===== config.mk =====
export PLATFORM = sky130hd
export DESIGN_NAME = byte_pattern_matcher
export DESIGN_NICKNAME = d
export VERILOG_FILES = /design/src/hdl/bpm_pkg.sv /design/src/hdl/byte_pattern_matcher.sv /design/src/hdl/bpm_front.sv /design/src/hdl/bpm_back.sv
export SDC_FILE = /design/constraint.sdc
export NUM_CORES = 1
export LEC_CHECK = 0
export ABC_CLOCK_PERIOD_IN_PS = 9200
export BUFFER_PORTS_ARGS = -buffer_cell sky130_fd_sc_hd__buf_2
export CAP_MARGIN = 20
export CORE_MARGIN = 2
export CORE_UTILIZATION = 49
export CTS_CLUSTER_DIAMETER = 50
export DETAILED_ROUTE_END_ITERATION = 8
export HOLD_SLACK_MARGIN = 0.15
export PLACE_DENSITY = 0.65
export SLEW_MARGIN = 30
export SYNTH_ARGS = -nofsm -noshare
export SYNTH_HDL_FRONTEND = slang
export SYNTH_SLANG_ARGS = --single-unit

===== constraint.sdc =====
create_clock -name clk -period 9.2 [get_ports clk]
set_input_delay 1.84 -clock clk [delete_from_list [all_inputs] [get_ports clk]]
set_output_delay 1.84 -clock clk [all_outputs]
set_load 0.03 [all_outputs]

===== src/hdl/bpm_pkg.sv =====
// Shared types, register indexes and helpers for the byte pattern matcher.
`default_nettype none

package bpm_pkg;

	localparam int PAT_BYTES = 8;   // pattern register holds this many bytes
	localparam int CFG_IDX_W = 4;

	localparam logic [CFG_IDX_W-1:0] REG_MATCH_MODE     = 4'd0;
	localparam logic [CFG_IDX_W-1:0] REG_PATTERN_BYTES  = 4'd1;
	localparam logic [CFG_IDX_W-1:0] REG_PATTERN_LENGTH = 4'd2;
	localparam logic [CFG_IDX_W-1:0] REG_CASE_SENSITIVE = 4'd3;

	localparam logic [1:0] MODE_EQUALS      = 2'd0;
	localparam logic [1:0] MODE_STARTS_WITH = 2'd1;
	localparam logic [1:0] MODE_ENDS_WITH   = 2'd2;
	localparam logic [1:0] MODE_CONTAINS    = 2'd3;

	typedef struct packed {
		logic [1:0]  match_mode;
		logic [63:0] pattern_bytes;
		logic [3:0]  pattern_length;
		logic        case_sensitive;
	} cfg_t;

	// one queued item, already classified
	typedef struct packed {
		logic [7:0] data;
		logic       is_byte;   // carries a buffer byte
		logic       is_end;    // closes the buffer, owes a result
	} item_t;

	// fold ASCII a-z to upper case unless compare is exact
	function automatic logic [7:0] fold(input logic [7:0] b, input logic exact);
		logic [7:0] r;
		r = b;
		if (!exact && b >= 8'h61 && b <= 8'h7A)
			r = b - 8'h20;
		return r;
	endfunction

endpackage

`default_nettype wire


===== src/hdl/byte_pattern_matcher.sv =====
// Top level: configuration registers, input queue and matcher.
//
//  channel | handshake          | payload
//  --------+--------------------+-----------------------------------------
//  in      | in_valid/in_ready  | data_byte, last_byte, empty_buffer
//  out     | out_valid/out_ready| matched
//  cfg     | cfg_we             | cfg_index, cfg_data
//
// One item per cycle sustained unless a held result stalls an ending item.
// A result appears in the cycle after its ending item leaves the two-entry queue.
// Reset clears the queue, buffer state and registers (case_sensitive to 1).
// A held result stalls only ending items; bytes keep flowing until the queue fills.
`default_nettype none

module byte_pattern_matcher #(
	parameter int PATTERN_MAX = 8
) (
	input  wire logic        clk,
	input  wire logic        arst_n,
	input  wire logic        in_valid,
	output logic             in_ready,
	input  wire logic [7:0]  data_byte,
	input  wire logic        last_byte,
	input  wire logic        empty_buffer,
	output logic             out_valid,
	input  wire logic        out_ready,
	output logic             matched,
	input  wire logic        cfg_we,
	input  wire logic [3:0]  cfg_index,
	input  wire logic [63:0] cfg_data
);

	bpm_pkg::cfg_t  cfg_q;
	bpm_pkg::item_t q_item;
	logic           q_valid;
	logic           q_pop;

	always_ff @(posedge clk or negedge arst_n) begin
		if (!arst_n) begin
			cfg_q.match_mode     <= bpm_pkg::MODE_EQUALS;
			cfg_q.pattern_bytes  <= '0;
			cfg_q.pattern_length <= '0;
			cfg_q.case_sensitive <= 1'b1;
		end else if (cfg_we) begin
			unique case (cfg_index)
				bpm_pkg::REG_MATCH_MODE:     cfg_q.match_mode     <= cfg_data[1:0];
				bpm_pkg::REG_PATTERN_BYTES:  cfg_q.pattern_bytes  <= cfg_data;
				bpm_pkg::REG_PATTERN_LENGTH: cfg_q.pattern_length <= cfg_data[3:0];
				bpm_pkg::REG_CASE_SENSITIVE: cfg_q.case_sensitive <= cfg_data[0];
				default: ;
			endcase
		end
	end

	bpm_front u_front (
		.clk          (clk),
		.arst_n       (arst_n),
		.in_valid     (in_valid),
		.in_ready     (in_ready),
		.data_byte    (data_byte),
		.last_byte    (last_byte),
		.empty_buffer (empty_buffer),
		.q_valid      (q_valid),
		.q_item       (q_item),
		.q_pop        (q_pop)
	);

	bpm_back #(
		.PATTERN_MAX (PATTERN_MAX)
	) u_back (
		.clk       (clk),
		.arst_n    (arst_n),
		.cfg       (cfg_q),
		.q_valid   (q_valid),
		.q_item    (q_item),
		.q_pop     (q_pop),
		.out_valid (out_valid),
		.out_ready (out_ready),
		.matched   (matched)
	);

endmodule

`default_nettype wire


===== src/hdl/bpm_front.sv =====
// Input side: takes items, classifies them and queues them for the matcher.
`default_nettype none

module bpm_front (
	input  wire logic         clk,
	input  wire logic         arst_n,
	input  wire logic         in_valid,
	output logic              in_ready,
	input  wire logic [7:0]   data_byte,
	input  wire logic         last_byte,
	input  wire logic         empty_buffer,
	output logic              q_valid,
	output bpm_pkg::item_t    q_item,
	input  wire logic         q_pop
);

	bpm_pkg::item_t entry_q [2];
	logic           wr_ptr_q;
	logic           rd_ptr_q;
	logic [1:0]     count_q;
	logic           push;
	bpm_pkg::item_t new_item;

	assign in_ready = (count_q != 2'd2);
	assign push     = in_valid && in_ready;
	assign q_valid  = (count_q != 2'd0);
	assign q_item   = entry_q[rd_ptr_q];

	always_comb begin
		new_item.data    = data_byte;
		new_item.is_byte = !empty_buffer;
		new_item.is_end  = empty_buffer || last_byte;
	end

	always_ff @(posedge clk) begin
		if (push)
			entry_q[wr_ptr_q] <= new_item;
	end

	always_ff @(posedge clk or negedge arst_n) begin
		if (!arst_n) begin
			wr_ptr_q <= 1'b0;
			rd_ptr_q <= 1'b0;
			count_q  <= 2'd0;
		end else begin
			if (push)
				wr_ptr_q <= !wr_ptr_q;
			if (q_pop)
				rd_ptr_q <= !rd_ptr_q;
			case ({push, q_pop})
				2'b10:   count_q <= count_q + 2'd1;
				2'b01:   count_q <= count_q - 2'd1;
				default: count_q <= count_q;
			endcase
		end
	end

	a_count_bound: assert property (@(posedge clk) disable iff (!arst_n)
		count_q <= 2'd2) else $error("queue count overflow");

	a_pop_nonempty: assert property (@(posedge clk) disable iff (!arst_n)
		q_pop |-> q_valid) else $error("pop from empty queue");

	a_ptr_track: assert property (@(posedge clk) disable iff (!arst_n)
		(count_q == 2'd0 || count_q == 2'd2) |-> (wr_ptr_q == rd_ptr_q))
		else $error("queue pointers out of step");

endmodule

`default_nettype wire


===== src/hdl/bpm_back.sv =====
// Matcher: per-buffer window, prefix and anywhere tracking, result register.
`default_nettype none

module bpm_back #(
	parameter int PATTERN_MAX = 8
) (
	input  wire logic         clk,
	input  wire logic         arst_n,
	input  wire bpm_pkg::cfg_t cfg,
	input  wire logic         q_valid,
	input  wire bpm_pkg::item_t q_item,
	output logic              q_pop,
	output logic              out_valid,
	input  wire logic         out_ready,
	output logic              matched
);

	localparam int CNT_W = $clog2(PATTERN_MAX + 2);
	localparam logic [CNT_W-1:0] CNT_MAX = CNT_W'(PATTERN_MAX + 1);
	localparam logic [3:0] PMAX4 = 4'(PATTERN_MAX);

	logic [7:0]       win_q [PATTERN_MAX];
	logic [CNT_W-1:0] cnt_q;
	logic             prefix_q;
	logic             found_q;
	logic             out_valid_q;
	logic             matched_q;

	logic [7:0]       pat_f [bpm_pkg::PAT_BYTES];
	logic [7:0]       win_n [PATTERN_MAX];
	logic [CNT_W-1:0] cnt_n;
	logic             prefix_n;
	logic             found_n;
	logic [3:0]       n_eff;
	logic [7:0]       b_f;
	logic [PATTERN_MAX-1:0] lane_ok;
	logic             tail;
	logic             m;

	assign q_pop     = q_valid && (!q_item.is_end || !out_valid_q || out_ready);
	assign out_valid = out_valid_q;
	assign matched   = matched_q;

	always_comb begin
		n_eff = (cfg.pattern_length > PMAX4) ? PMAX4 : cfg.pattern_length;
		for (int k = 0; k < bpm_pkg::PAT_BYTES; k++)
			pat_f[k] = bpm_pkg::fold(cfg.pattern_bytes[8*k +: 8], cfg.case_sensitive);
		b_f = bpm_pkg::fold(q_item.data, cfg.case_sensitive);

		// window after this item, newest first
		for (int i = 0; i < PATTERN_MAX; i++)
			win_n[i] = win_q[i];
		cnt_n    = cnt_q;
		prefix_n = prefix_q;
		if (q_item.is_byte) begin
			win_n[0] = q_item.data;
			for (int i = 1; i < PATTERN_MAX; i++)
				win_n[i] = win_q[i-1];
			if (cnt_q < CNT_MAX)
				cnt_n = cnt_q + CNT_W'(1);
			if (4'(cnt_q) < n_eff && b_f != pat_f[3'(cnt_q)])
				prefix_n = 1'b0;
		end

		// newest byte lines up with the last pattern byte
		for (int i = 0; i < PATTERN_MAX; i++)
			lane_ok[i] = (4'(i) >= n_eff) ||
				(bpm_pkg::fold(win_n[i], cfg.case_sensitive) ==
				 pat_f[3'(n_eff - 4'd1 - 4'(i))]);
		tail = (4'(cnt_n) >= n_eff) && (&lane_ok);

		found_n = found_q || (q_item.is_byte && n_eff != 4'd0 && tail);

		unique case (cfg.match_mode)
			bpm_pkg::MODE_EQUALS:
				m = (n_eff == 4'd0) ? (cnt_n == '0) : (4'(cnt_n) == n_eff && prefix_n);
			bpm_pkg::MODE_STARTS_WITH:
				m = (n_eff != 4'd0) && (4'(cnt_n) >= n_eff) && prefix_n;
			bpm_pkg::MODE_ENDS_WITH:
				m = (n_eff != 4'd0) && tail;
			bpm_pkg::MODE_CONTAINS:
				m = (n_eff == 4'd0) || found_n;
			default:
				m = 1'b0;
		endcase
	end

	always_ff @(posedge clk) begin
		if (q_pop && q_item.is_byte)
			for (int i = 0; i < PATTERN_MAX; i++)
				win_q[i] <= win_n[i];
		if (q_pop && q_item.is_end)
			matched_q <= m;
	end

	always_ff @(posedge clk or negedge arst_n) begin
		if (!arst_n) begin
			cnt_q       <= '0;
			prefix_q    <= 1'b1;
			found_q     <= 1'b0;
			out_valid_q <= 1'b0;
		end else begin
			if (q_pop) begin
				if (q_item.is_end) begin
					cnt_q    <= '0;
					prefix_q <= 1'b1;
					found_q  <= 1'b0;
				end else begin
					cnt_q    <= cnt_n;
					prefix_q <= prefix_n;
					found_q  <= found_n;
				end
			end
			if (q_pop && q_item.is_end)
				out_valid_q <= 1'b1;
			else if (out_ready)
				out_valid_q <= 1'b0;
		end
	end

	a_cnt_sat: assert property (@(posedge clk) disable iff (!arst_n)
		cnt_q <= CNT_MAX) else $error("byte count past saturation");

	a_end_clears: assert property (@(posedge clk) disable iff (!arst_n)
		(q_pop && q_item.is_end) |=> (cnt_q == '0 && prefix_q && !found_q && out_valid_q))
		else $error("buffer state not cleared after end item");

	a_found_needs_bytes: assert property (@(posedge clk) disable iff (!arst_n)
		found_q |-> (cnt_q != '0)) else $error("match found with no bytes");

	a_no_overwrite: assert property (@(posedge clk) disable iff (!arst_n)
		(out_valid_q && !out_ready) |-> !(q_pop && q_item.is_end))
		else $error("pending result overwritten");

endmodule

`default_nettype wire


==> flow_metrics.tcl, run 1 <==
set metrics [dict create \
    viasPerCell 6.45 \
    die_h_um 167 \
    seq_area_mm2 0.00461 \
    synth_edf_count 85 \
    finalHoldViolations 0 \
    core_mm2 0.0261 \
    critical_path_required_ns 9.55 \
    synth_top_family_by_area "multiplexers" \
    start_util 0.500 \
    crit_type "reg2reg" \
    clk_path_buf_depth 2 \
    fin_crit_sh 0.568 \
    die_area_mm2 0.0279 \
    wl_mm 39.7 \
    post-dp-hpwl_mm 29.9 \
    critPathLaunchType "register" \
    synthArstFlopShare 0.491 \
    clock_sinks 167 \
    ys_seq_area_frac 0.353 \
    path_max_fanout 15 \
    final_nets 1438 \
    cts_tree "yes" \
    rsz0062_at_grt "false" \
    yosys_warnings 0 \
    yosys.area.top_type_share 0.196 \
    ctsHtreeMaxLevel 4 \
    clk_latency_ns 0.45 \
    synth_xor_area_frac 0.0589 \
    muxShareOfSynthArea 0.242 \
    ios 86 \
    synth_seq_cells 167 \
    arrival_ns 5.57 \
    netlist_top_cells_count "170 x nand2_1, 102 x mux2i_1, 85 x edfxtp_1, 80 x dfrtp_1, 77 x mux2_2" \
    synth.most_common_cell "nand2_1" \
    maxSlewViolCount 0 \
    synth.net_count 1385 \
    fin_tns_setup_ns 0 \
    crit_top_cell "inv_1" \
    synth_cell_type_count 92 \
    drc 0 \
    synth_top_flop_cell "edfxtp_1" \
    clkTransAtPathRegs_ns 0.07 \
    ff2ff_path_depth 14 \
    die_x_um 167 \
    overflow 0 \
    status "finished, final reports clean" \
    finalCriticalPeriod_ns 5.22 \
    drt_iter0_markers 1082 \
    drive_gt1_frac 0.224 \
    port_buffers 85 \
    first_global_vias 10174 \
    power_density_mw_per_mm2 377 \
    std_cell_rows 59 \
    syn_area_mm2 0.0130 \
    cts_root_buf "clkbuf_16" \
    synth_fa_ha_area_frac 0.0297 \
    place_congestion 0.973 \
    multi_input_comb_area_mm2 0.00783 \
    ir_drop_v 0.000191 \
    worst_clock_skew_ns 0.0156 \
    area_growth_pct 9.61 \
    netlist_instances 1271 \
    syn_avg_cell_area_um2 10.3 \
    fin_util 0.548 \
    cts-resized-gates 0 \
    setup_viol 0 \
    yosys.area_share.simple 0.139 \
    hold_path_depth 2 \
    antennaDiodeCount 0 \
    ant_nets 0 \
    slowest_stage "dfrtp_1" \
    vias 10784 \
    drv_cap 0 \
    synth_area_leaders "edfxtp_1 20%, dfrtp_1 15%, mux4_2 8.5%" \
    grt_use_total 0.284 \
    slew_headroom 0.352 \
    cts_buffers 17 \
    tightestPinTransition_ns 0.967 \
    power_leakage_uw 0.00584 \
    synth-compound-area-share 0.129 \
    postCtsSetupBuffers 0 \
    fmax_mhz 191 \
    grt_max_degree 68 \
    cpPeakStageDelay_ns 0.74 \
    path_cells "inv_1, nand2_1, ha_1, inv_1, xnor2_2, buf_4, nor4_2, nor4_1, and3_2, o21ai_0, a211o_1, a21oi_2, nand4_1, o31ai_1" \
    endpoint_kind "register" \
    fill_cells 2282 \
    antenna_found_initial 0 \
    post_drt_wl_per_cell_um 23.7 \
    grt_pass1_wl_mm 61.3 \
    cts_hold_buf 0 \
    min_path_type "reg2reg" \
    yosysTopAreaCell "edfxtp_1" \
    first_pass_iters 7 \
]
==> per-layer routing <==
metal / GRT usage / wire length, um / vias up
met3: 0.0466 / 3280 / 93
met2: 0.427 / 17400 / 528
li1: - / - / 4887
met4: 0.111 / 1580 / 0
met1: 0.415 / 17400 / 5276
met5: 0 / 0 / -
==> stage by stage <==
stage	std cells	cell area [um^2]	hold slack, ns	power [uW]	setup slack (ns)
after floorplan	1271	13000	0.439	3740	3.25
after global placement	1640	13700	0.469	4500	4.37
after detailed placement	1640	13700	0.462	4560	4.23
after CTS	1672	14300	0.488	5330	4.23
after global routing	1672	14300	0.506	5710	3.84
final	1672	14300	0.490	5390	3.98
==> layout by cell type (no fill, tap or decap), types with 11 or more instances in the layout <==
cell type / instances
edfxtp_1: 85
clkbuf_16: 19
nand2_1: 169
a21oi_1: 43
nor2_1: 65
o221ai_1: 11
mux2i_1: 102
buf_2: 84
nor3_1: 37
o21ai_0: 25
xor2_1: 17
ha_1: 31
or4_1: 12
nand3_1: 31
nand2b_1: 14
mux4_2: 49
o22ai_1: 19
a31oi_1: 14
buf_4: 14
mux2_2: 77
inv_1: 73
dfrtp_1: 79
nor4_1: 17
xnor2_1: 61
==> area by class of cell <==
class / count / area share
well taps: 335 / 0.0293
clock buffers: 19 / 0.0333
clock inverters: 13 / 0.0101
repair buffers: 98 / 0.0368
flip-flops and latches: 167 / 0.322
inverters: 78 / 0.0206
multi-input cells: 962 / 0.548
==> worst max-delay path: cells and delay by family (launching register included) <==
family	cells	cell delay, ns
compound gates	4	0.90
xor+xnor	1	0.62
fa+ha+maj	1	0.59
buf+inv	3	0.80
flops	1	0.74
simple gates	5	1.47
==> where the power goes <==
group	internal [uW]	total [uW]	switching, uW
combinational	1260	3090	1830
sequential	1170	1540	372
clock	396	754	358
total	2820	5390	2560
==> kinds of logic (layout without fill, tap and decap cells) <==
family                   Yosys count  after routing
buffers and inverters            142            208
adder cells (fa/ha/maj)           31             31
XOR/XNOR                          83             83
AO/OA/AOI/OAI                    224            224
multiplexers                     235            235
flip-flops                       167            167
AND/OR/NAND/NOR                  389            389
==> state kept, by name, summed over array words and instances (netlist names) <==
name,cells
cfg_q,71
u_back.win_q,64
u_front.entry_q,20
u_back.cnt_q,4
u_front.count_q,2
u_back.found_q,1
u_back.matched,1
u_back.out_valid,1
u_back.prefix_q,1
u_front.rd_ptr_q,1
u_front.wr_ptr_q,1
==> final timing paths <==
kind | to | startpoint | slack [ns]
worst min register to register | u_back.found_q | u_back.found_q | 0.49
worst max register to register | u_back.found_q | cfg_q[4] | 3.98
min in group asynchronous | cfg_q[26] | arst_n | 1.23
max in group asynchronous | u_back.cnt_q[0] | arst_n | 6.81
worst max-delay path | u_back.found_q | cfg_q[4] | 3.98
worst min-delay path | u_back.found_q | u_back.found_q | 0.49
No activity file was read; power rests on OpenSTA's default activity.
==> run 2: changes to the inputs <==
--- a/config.mk
+++ b/config.mk
@@ -5,7 +5,8 @@
 export SDC_FILE = /design/constraint.sdc
 export NUM_CORES = 1
 export LEC_CHECK = 0
-export ABC_CLOCK_PERIOD_IN_PS = 9200
+export ABC_AREA = 1
+export ABC_CLOCK_PERIOD_IN_PS = 5300
 export BUFFER_PORTS_ARGS = -buffer_cell sky130_fd_sc_hd__buf_2
 export CAP_MARGIN = 20
 export CORE_MARGIN = 2
==> constraint.sdc (replaced) <==
create_clock -name clk -period 5.3 [get_ports clk]
set_input_delay 1.06 -clock clk [delete_from_list [all_inputs] [get_ports clk]]
set_output_delay 1.06 -clock clk [all_outputs]
set_load 0.03 [all_outputs]
==> run 2 against run 1 <==
Flip-flop and latch count did not move. Synthesized cell count rose by 58%. Final area rose by 0.77%. Sequential power rose by 58%. Worst setup slack got worse by 2.9 ns. Clock skew fell by 0.0064 ns. Clock-buffer cell count fell by 1. Worst hold slack got worse by 0.0030 ns. Register-to-register slack got worse by 2.9 ns. Die area rose by 1.3%. Critical path depth rose by 5. Core utilization fell by 0.96 points.
==> flow_metrics.tcl, run 2 <==
set metrics [dict create \
    status "finished, final reports clean" \
    viasPerCell 5.63 \
    drt_iter0_markers 1657 \
    netlist_instances 2009 \
    critical_path_required_ns 5.60 \
    die_area_mm2 0.0283 \
    first_pass_iters 5 \
    setup_viol 0 \
    fmax_mhz 236 \
    ant_nets 0 \
    syn_area_mm2 0.0132 \
    dp_cells 2376 \
    fin_tns_setup_ns 0 \
    synth_top_flop_cell "edfxtp_1" \
    clk_latency_ns 0.44 \
    ir_drop_v 0.000291 \
    core_mm2 0.0267 \
    final_cell_mix "674 x nand2_1, 313 x nand3_1, 240 x inv_1, 148 x nor2_1, 85 x edfxtp_1" \
    cts_hold_buf 0 \
    synth_seq_cells 167 \
    grt_use_total 0.335 \
    place_congestion 0.982 \
    ios 86 \
    largest_reg_flops 71 \
    yosysTopAreaCell "edfxtp_1" \
    endpoint_kind "register" \
    clkTransAtPathRegs_ns 0.08 \
    arrival_ns 4.53 \
    std_cell_rows 60 \
    netlist_top_cells_count "675 x nand2_1, 314 x nand3_1, 240 x inv_1, 150 x nor2_1" \
    critPathLaunchType "register" \
    reg2reg_slack_ns 1.07 \
    fin_crit_sh 0.798 \
    cts_buffers 17 \
    fin_cells 2409 \
    ff2ff_path_depth 19 \
    final_common_cell "nand2_1" \
    timing.rr.start "u_front.rd_ptr_q" \
    overflow 0 \
    maxSlewViolCount 0 \
    yosys.area.top_type_share 0.193 \
    start_util 0.494 \
    ys_seq_area_frac 0.349 \
    yosys_warnings 0 \
    cts_tree "yes" \
    power_density_mw_per_mm2 660 \
    ctsHtreeMaxLevel 4 \
    crit_type "reg2reg" \
    path_max_fanout 78 \
    vias 13571 \
    grt_max_degree 106 \
    p_sw_frac 0.534 \
    cp-endpoint "u_back.matched" \
    synth_area_leaders "edfxtp_1 19%, nand2_1 19%, dfrtp_1 15%" \
    final_nets 2169 \
    antenna_found_initial 0 \
    finalCriticalPeriod_ns 4.23 \
    clock_sinks 167 \
    cts_root_buf "clkbuf_16" \
    wl_mm 46.7 \
    pwr-share-comb 0.603 \
    rsz0062_at_grt "false" \
    synth_edf_count 85 \
    synthArstFlopShare 0.491 \
    finalHoldViolations 0 \
    synth.most_common_cell "nand2_1" \
    top_register "cfg_q" \
    synth_cell_type_count 48 \
    die_x_um 168 \
    crit_start "u_front.rd_ptr_q" \
    reg.largest.list "cfg_q: 71 flops, u_back.win_q: 64 flops, u_front.entry_q: 20 flops" \
    min_path_type "reg2reg" \
    drive_gt1_frac 0.0977 \
    syn_avg_cell_area_um2 6.58 \
    pwr-share-seq 0.256 \
    grt_pass1_wl_mm 71.5 \
    hold_ws_ns 0.487 \
    slew_headroom 0.331 \
    first_global_vias 12110 \
    r2r_end "u_back.matched" \
    port_buffers 85 \
    power_leakage_uw 0.00737 \
    intPower_uw 4430 \
    postCtsSetupBuffers 0 \
    area_growth_pct 8.99 \
    antennaDiodeCount 0 \
    worst_clock_skew_ns 0.00915 \
    post_drt_wl_per_cell_um 19.4 \
    post-dp-hpwl_mm 36.9 \
    die_h_um 168 \
    power_frac_clock 0.141 \
    clk_path_buf_depth 2 \
    synth.net_count 2123 \
    hold_path_depth 2 \
    p_sw_uw 5070 \
    drv_cap 0 \
    cts-resized-gates 0 \
    drc 0 \
    tightestPinTransition_ns 0.992 \
]
[run 2: cells by family (layout without fill, tap and decap cells)]
family,Yosys count,after routing,synth area share
flops,167,167,0.349
xor+xnor,20,20,0.0152
mux,5,5,0.00426
compound gates,243,243,0.104
fa+ha+maj,31,31,0.0294
buf+inv,326,385,0.105
simple gates,1217,1217,0.393
[run 2: metrics by stage]
stage	utilization	instance area (um^2)	worst slack (ns)	total power [uW]
after floorplan	-	13200	0.713	6500
after global placement	0.516	13800	1.22	7970
after detailed placement	0.516	13800	1.17	8040
after CTS	0.538	14400	1.13	9390
after global routing	0.539	14400	0.697	10300
final	0.539	14400	1.07	9500
[run 2: power groups by stage]
stage          combinational, uW  sequential, uW  clock (uW)
2_1_floorplan               4210            2300           0
3_3_place_gp                5540            2430           0
3_5_place_dp                5590            2450           0
4_1_cts                     5630            2420        1340
5_1_grt                     6400            2480        1400
6_report                    5730            2430        1340
[run 2: routing by layer]
metal / track usage / part of all wire / up-vias
li1: - / - / 6642
met1: 0.493 / 0.46 / 6232
met2: 0.504 / 0.43 / 623
met3: 0.0451 / 0.075 / 74
met4: 0.116 / 0.035 / 0
met5: 0 / 0 / -
[run 2: worst max-delay path: stages, from the launching register on]
cell	delay (ns)
dfrtp_1	0.80
nand2_2	0.32
nand2_4	0.74
buf_4	0.38
nand2_1	0.08
nand2_1	0.16
nand2_1	0.09
nor2_2	0.10
nand3_1	0.13
o21ai_1	0.30
nand3_1	0.12
nand2_1	0.09
nand3_1	0.08
nand2_1	0.07
nand2_1	0.06
nor2_2	0.15
nand3_1	0.09
nand2_1	0.09
nand2_1	0.07
a21oi_2	0.12
[run 2: worst min-delay path by stage]
stage	from	endpoint
after floorplan	cfg_q[2]	cfg_q[2]
after global placement	u_back.prefix_q	u_back.prefix_q
after detailed placement	cfg_q[2]	cfg_q[2]
after CTS	cfg_q[2]	cfg_q[2]
after global routing	u_back.prefix_q	u_back.prefix_q
final	cfg_q[2]	cfg_q[2]
[run 2: layout make-up]
cell class	instances	area (um^2)
clock buffers	18	429
clock inverters	14	165
fillers	2745	12300
inverters	249	940
multi-input cells	1516	7240
flip-flops and latches	167	4610
well taps	341	427
repair buffers	104	596
==> run 3: changes to the inputs <==
--- a/config.mk
+++ b/config.mk
@@ -5,8 +5,8 @@
 export SDC_FILE = /design/constraint.sdc
 export NUM_CORES = 1
 export LEC_CHECK = 0
-export ABC_AREA = 1
-export ABC_CLOCK_PERIOD_IN_PS = 5300
+export ABC_AREA = 0
+export ABC_CLOCK_PERIOD_IN_PS = 3600
 export BUFFER_PORTS_ARGS = -buffer_cell sky130_fd_sc_hd__buf_2
 export CAP_MARGIN = 20
 export CORE_MARGIN = 2
@@ -14,7 +14,7 @@
 export CTS_CLUSTER_DIAMETER = 50
 export DETAILED_ROUTE_END_ITERATION = 8
 export HOLD_SLACK_MARGIN = 0.15
-export PLACE_DENSITY = 0.65
+export PLACE_DENSITY = 0.67
 export SLEW_MARGIN = 30
 export SYNTH_ARGS = -nofsm -noshare
 export SYNTH_HDL_FRONTEND = slang
==> constraint.sdc (replaced) <==
create_clock -name clk -period 3.6 [get_ports clk]
set_input_delay 0.72 -clock clk [delete_from_list [all_inputs] [get_ports clk]]
set_output_delay 0.72 -clock clk [all_outputs]
set_load 0.03 [all_outputs]
==> run 3 against run 2 <==
Flip-flop and latch count did not move. Routed wire length fell by 12%. Die area fell by 1.3%. Sequential power grew 48%.
==> flow_metrics.tcl, run 3 (same netlist as run 1, synthesis figures left out) <==
set metrics [dict create \
    status "finished, final reports clean" \
    post-dp-hpwl_mm 31.9 \
    endpoint_kind "register" \
    ctsHtreeMaxLevel 4 \
    viasPerCell 6.19 \
    crit_type "reg2reg" \
    cts_tree "yes" \
    clk_path_buf_depth 2 \
    vias 11396 \
    slew_headroom 0.397 \
    worst_clock_skew_ns 0.0201 \
    grt_max_degree 65 \
    finalHoldViolations 0 \
    first_global_vias 10843 \
    critical_path_required_ns 3.95 \
    ant_nets 0 \
    final_nets 1607 \
    drc 0 \
    largest_reg_flops 71 \
    final_cell_mix "173 x buf_4, 169 x nand2_1, 97 x mux2i_1, 85 x edfxtp_1, 84 x buf_2" \
    tightestPinTransition_ns 0.895 \
    overflow 0 \
    grt_pass1_wl_mm 62.4 \
    power_density_mw_per_mm2 958 \
    drt_iter0_markers 1084 \
    arrival_ns 3.84 \
    top_register "cfg_q" \
    place_congestion 1.00 \
    final_common_cell "buf_4" \
    clock_sinks 167 \
    std_cell_rows 59 \
    fin_tns_setup_ns 0 \
    fill_cells 2223 \
    critPathLaunchType "register" \
    start_util 0.500 \
    setup_viol 0 \
    cts_root_buf "clkbuf_16" \
    fin_cells 1841 \
    cts_hold_buf 0 \
    ir_drop_v 0.000415 \
    ff2ff_path_depth 14 \
    first_pass_iters 7 \
    worst_slack_ns 0.113 \
    port_buffers 85 \
    finalCriticalPeriod_ns 3.49 \
    clkTransAtPathRegs_ns 0.08 \
    maxSlewViolCount 0 \
    fin_crit_sh 0.969 \
    clk_latency_ns 0.44 \
    core_mm2 0.0261 \
    area_growth_pct 21.9 \
    min_path_type "in2async" \
    antennaDiodeCount 0 \
    drv_cap 0 \
    die_x_um 167 \
    power_leakage_uw 0.00671 \
    drive_gt1_frac 0.329 \
    post_drt_wl_per_cell_um 22.3 \
    cts_buffers 17 \
    preCtsSetupSlack_ns -0.118 \
    dp_cells 1805 \
    path_max_fanout 5 \
    rsz0062_at_grt "true" \
    die_area_mm2 0.0279 \
    grt_use_total 0.289 \
    ios 86 \
    die_h_um 167 \
    fmax_mhz 287 \
    wl_mm 41.1 \
    antenna_found_initial 0 \
    reg.largest.list "cfg_q: 71 flops, u_back.win_q: 64 flops, u_front.entry_q: 20 flops" \
]
run 3: changes by cell type in the layout (fill, tap and decap cells not counted), moves of 83 or more:
cell,before,now
buf_4,18,173
inv_1,240,72
mux2i_1,0,97
nand2_1,674,169
nand3_1,313,31
nor2_1,148,65
run 3: where the power goes:
group | total [uW] | switching, uW | leakage [uW] | internal [uW]
registers | 3600 | 601 | 0.00181 | 3000
logic | 9750 | 5390 | 0.00460 | 4370
clock network | 1890 | 942 | 0.000295 | 946
total | 15200 | 6930 | 0.00671 | 8310
run 3: metrics by stage:
stage,area [um^2],utilization,hold WS (ns),power (uW)
floorplan,13100,-,0.424,9600
global placement,15000,0.577,0.470,12700
detailed placement,15000,0.577,0.476,12900
CTS,15700,0.602,0.323,14900
global route,15900,0.610,0.357,16100
finish,15900,0.610,0.303,15200
run 3: path summary, 6_finish.rpt:
| check | from | to | slack [ns] |
|---|---|---|---|
| setup / recovery | cfg_q[38] | u_back.found_q | 0.11 |
| setup reg to reg | cfg_q[38] | u_back.found_q | 0.11 |
| min in group clk | data_byte[2] | u_front.entry_q[0][4] | 0.46 |
| hold reg to reg | u_back.found_q | u_back.found_q | 0.49 |
| max in group asynchronous | arst_n | u_back.prefix_q | 2.53 |
| hold / removal | arst_n | cfg_q[19] | 0.30 |
run 3: worst max-delay path: stages, from the launching register on:
cell and delay [ns]:
dfrtp_1 0.41, or4_1 0.54, o221ai_2 0.29, o21ai_0 0.22
buf_4 0.20, o22ai_1 0.14, nor4_2 0.09, buf_4 0.15
a211o_1 0.25, a21o_1 0.19, a211o_1 0.30, a21oi_2 0.11
nand4_1 0.08, buf_4 0.17, o31ai_1 0.25
run 3: cell type report:
cell class | instances | area [um^2] | area share
clock inverters | 15 | 180 | 0.0113
clock buffers | 17 | 425 | 0.0268
multi-input cells | 962 | 8050 | 0.507
inverters | 78 | 295 | 0.0186
repair buffers | 267 | 1920 | 0.120
well taps | 335 | 419 | 0.0264
flip-flops and latches | 167 | 4610 | 0.290
run 3: routing by layer:
layer	global-route usage	routed length (um)	up-vias
met4	0.129	1960	0
met5	0	0	-
met2	0.447	18500	533
met1	0.408	17600	5538
li1	-	-	5235
met3	0.0399	3100	90
run 3: timing repair:
item | CTS | global route
cloned | 0 | 1
setup buffers | 1 | 2
pin swaps | 0 | 6
endpoints found under the hold margin | 0 | 0
resized for setup | 4 | 34
setup endpoints to repair | 2 | 2
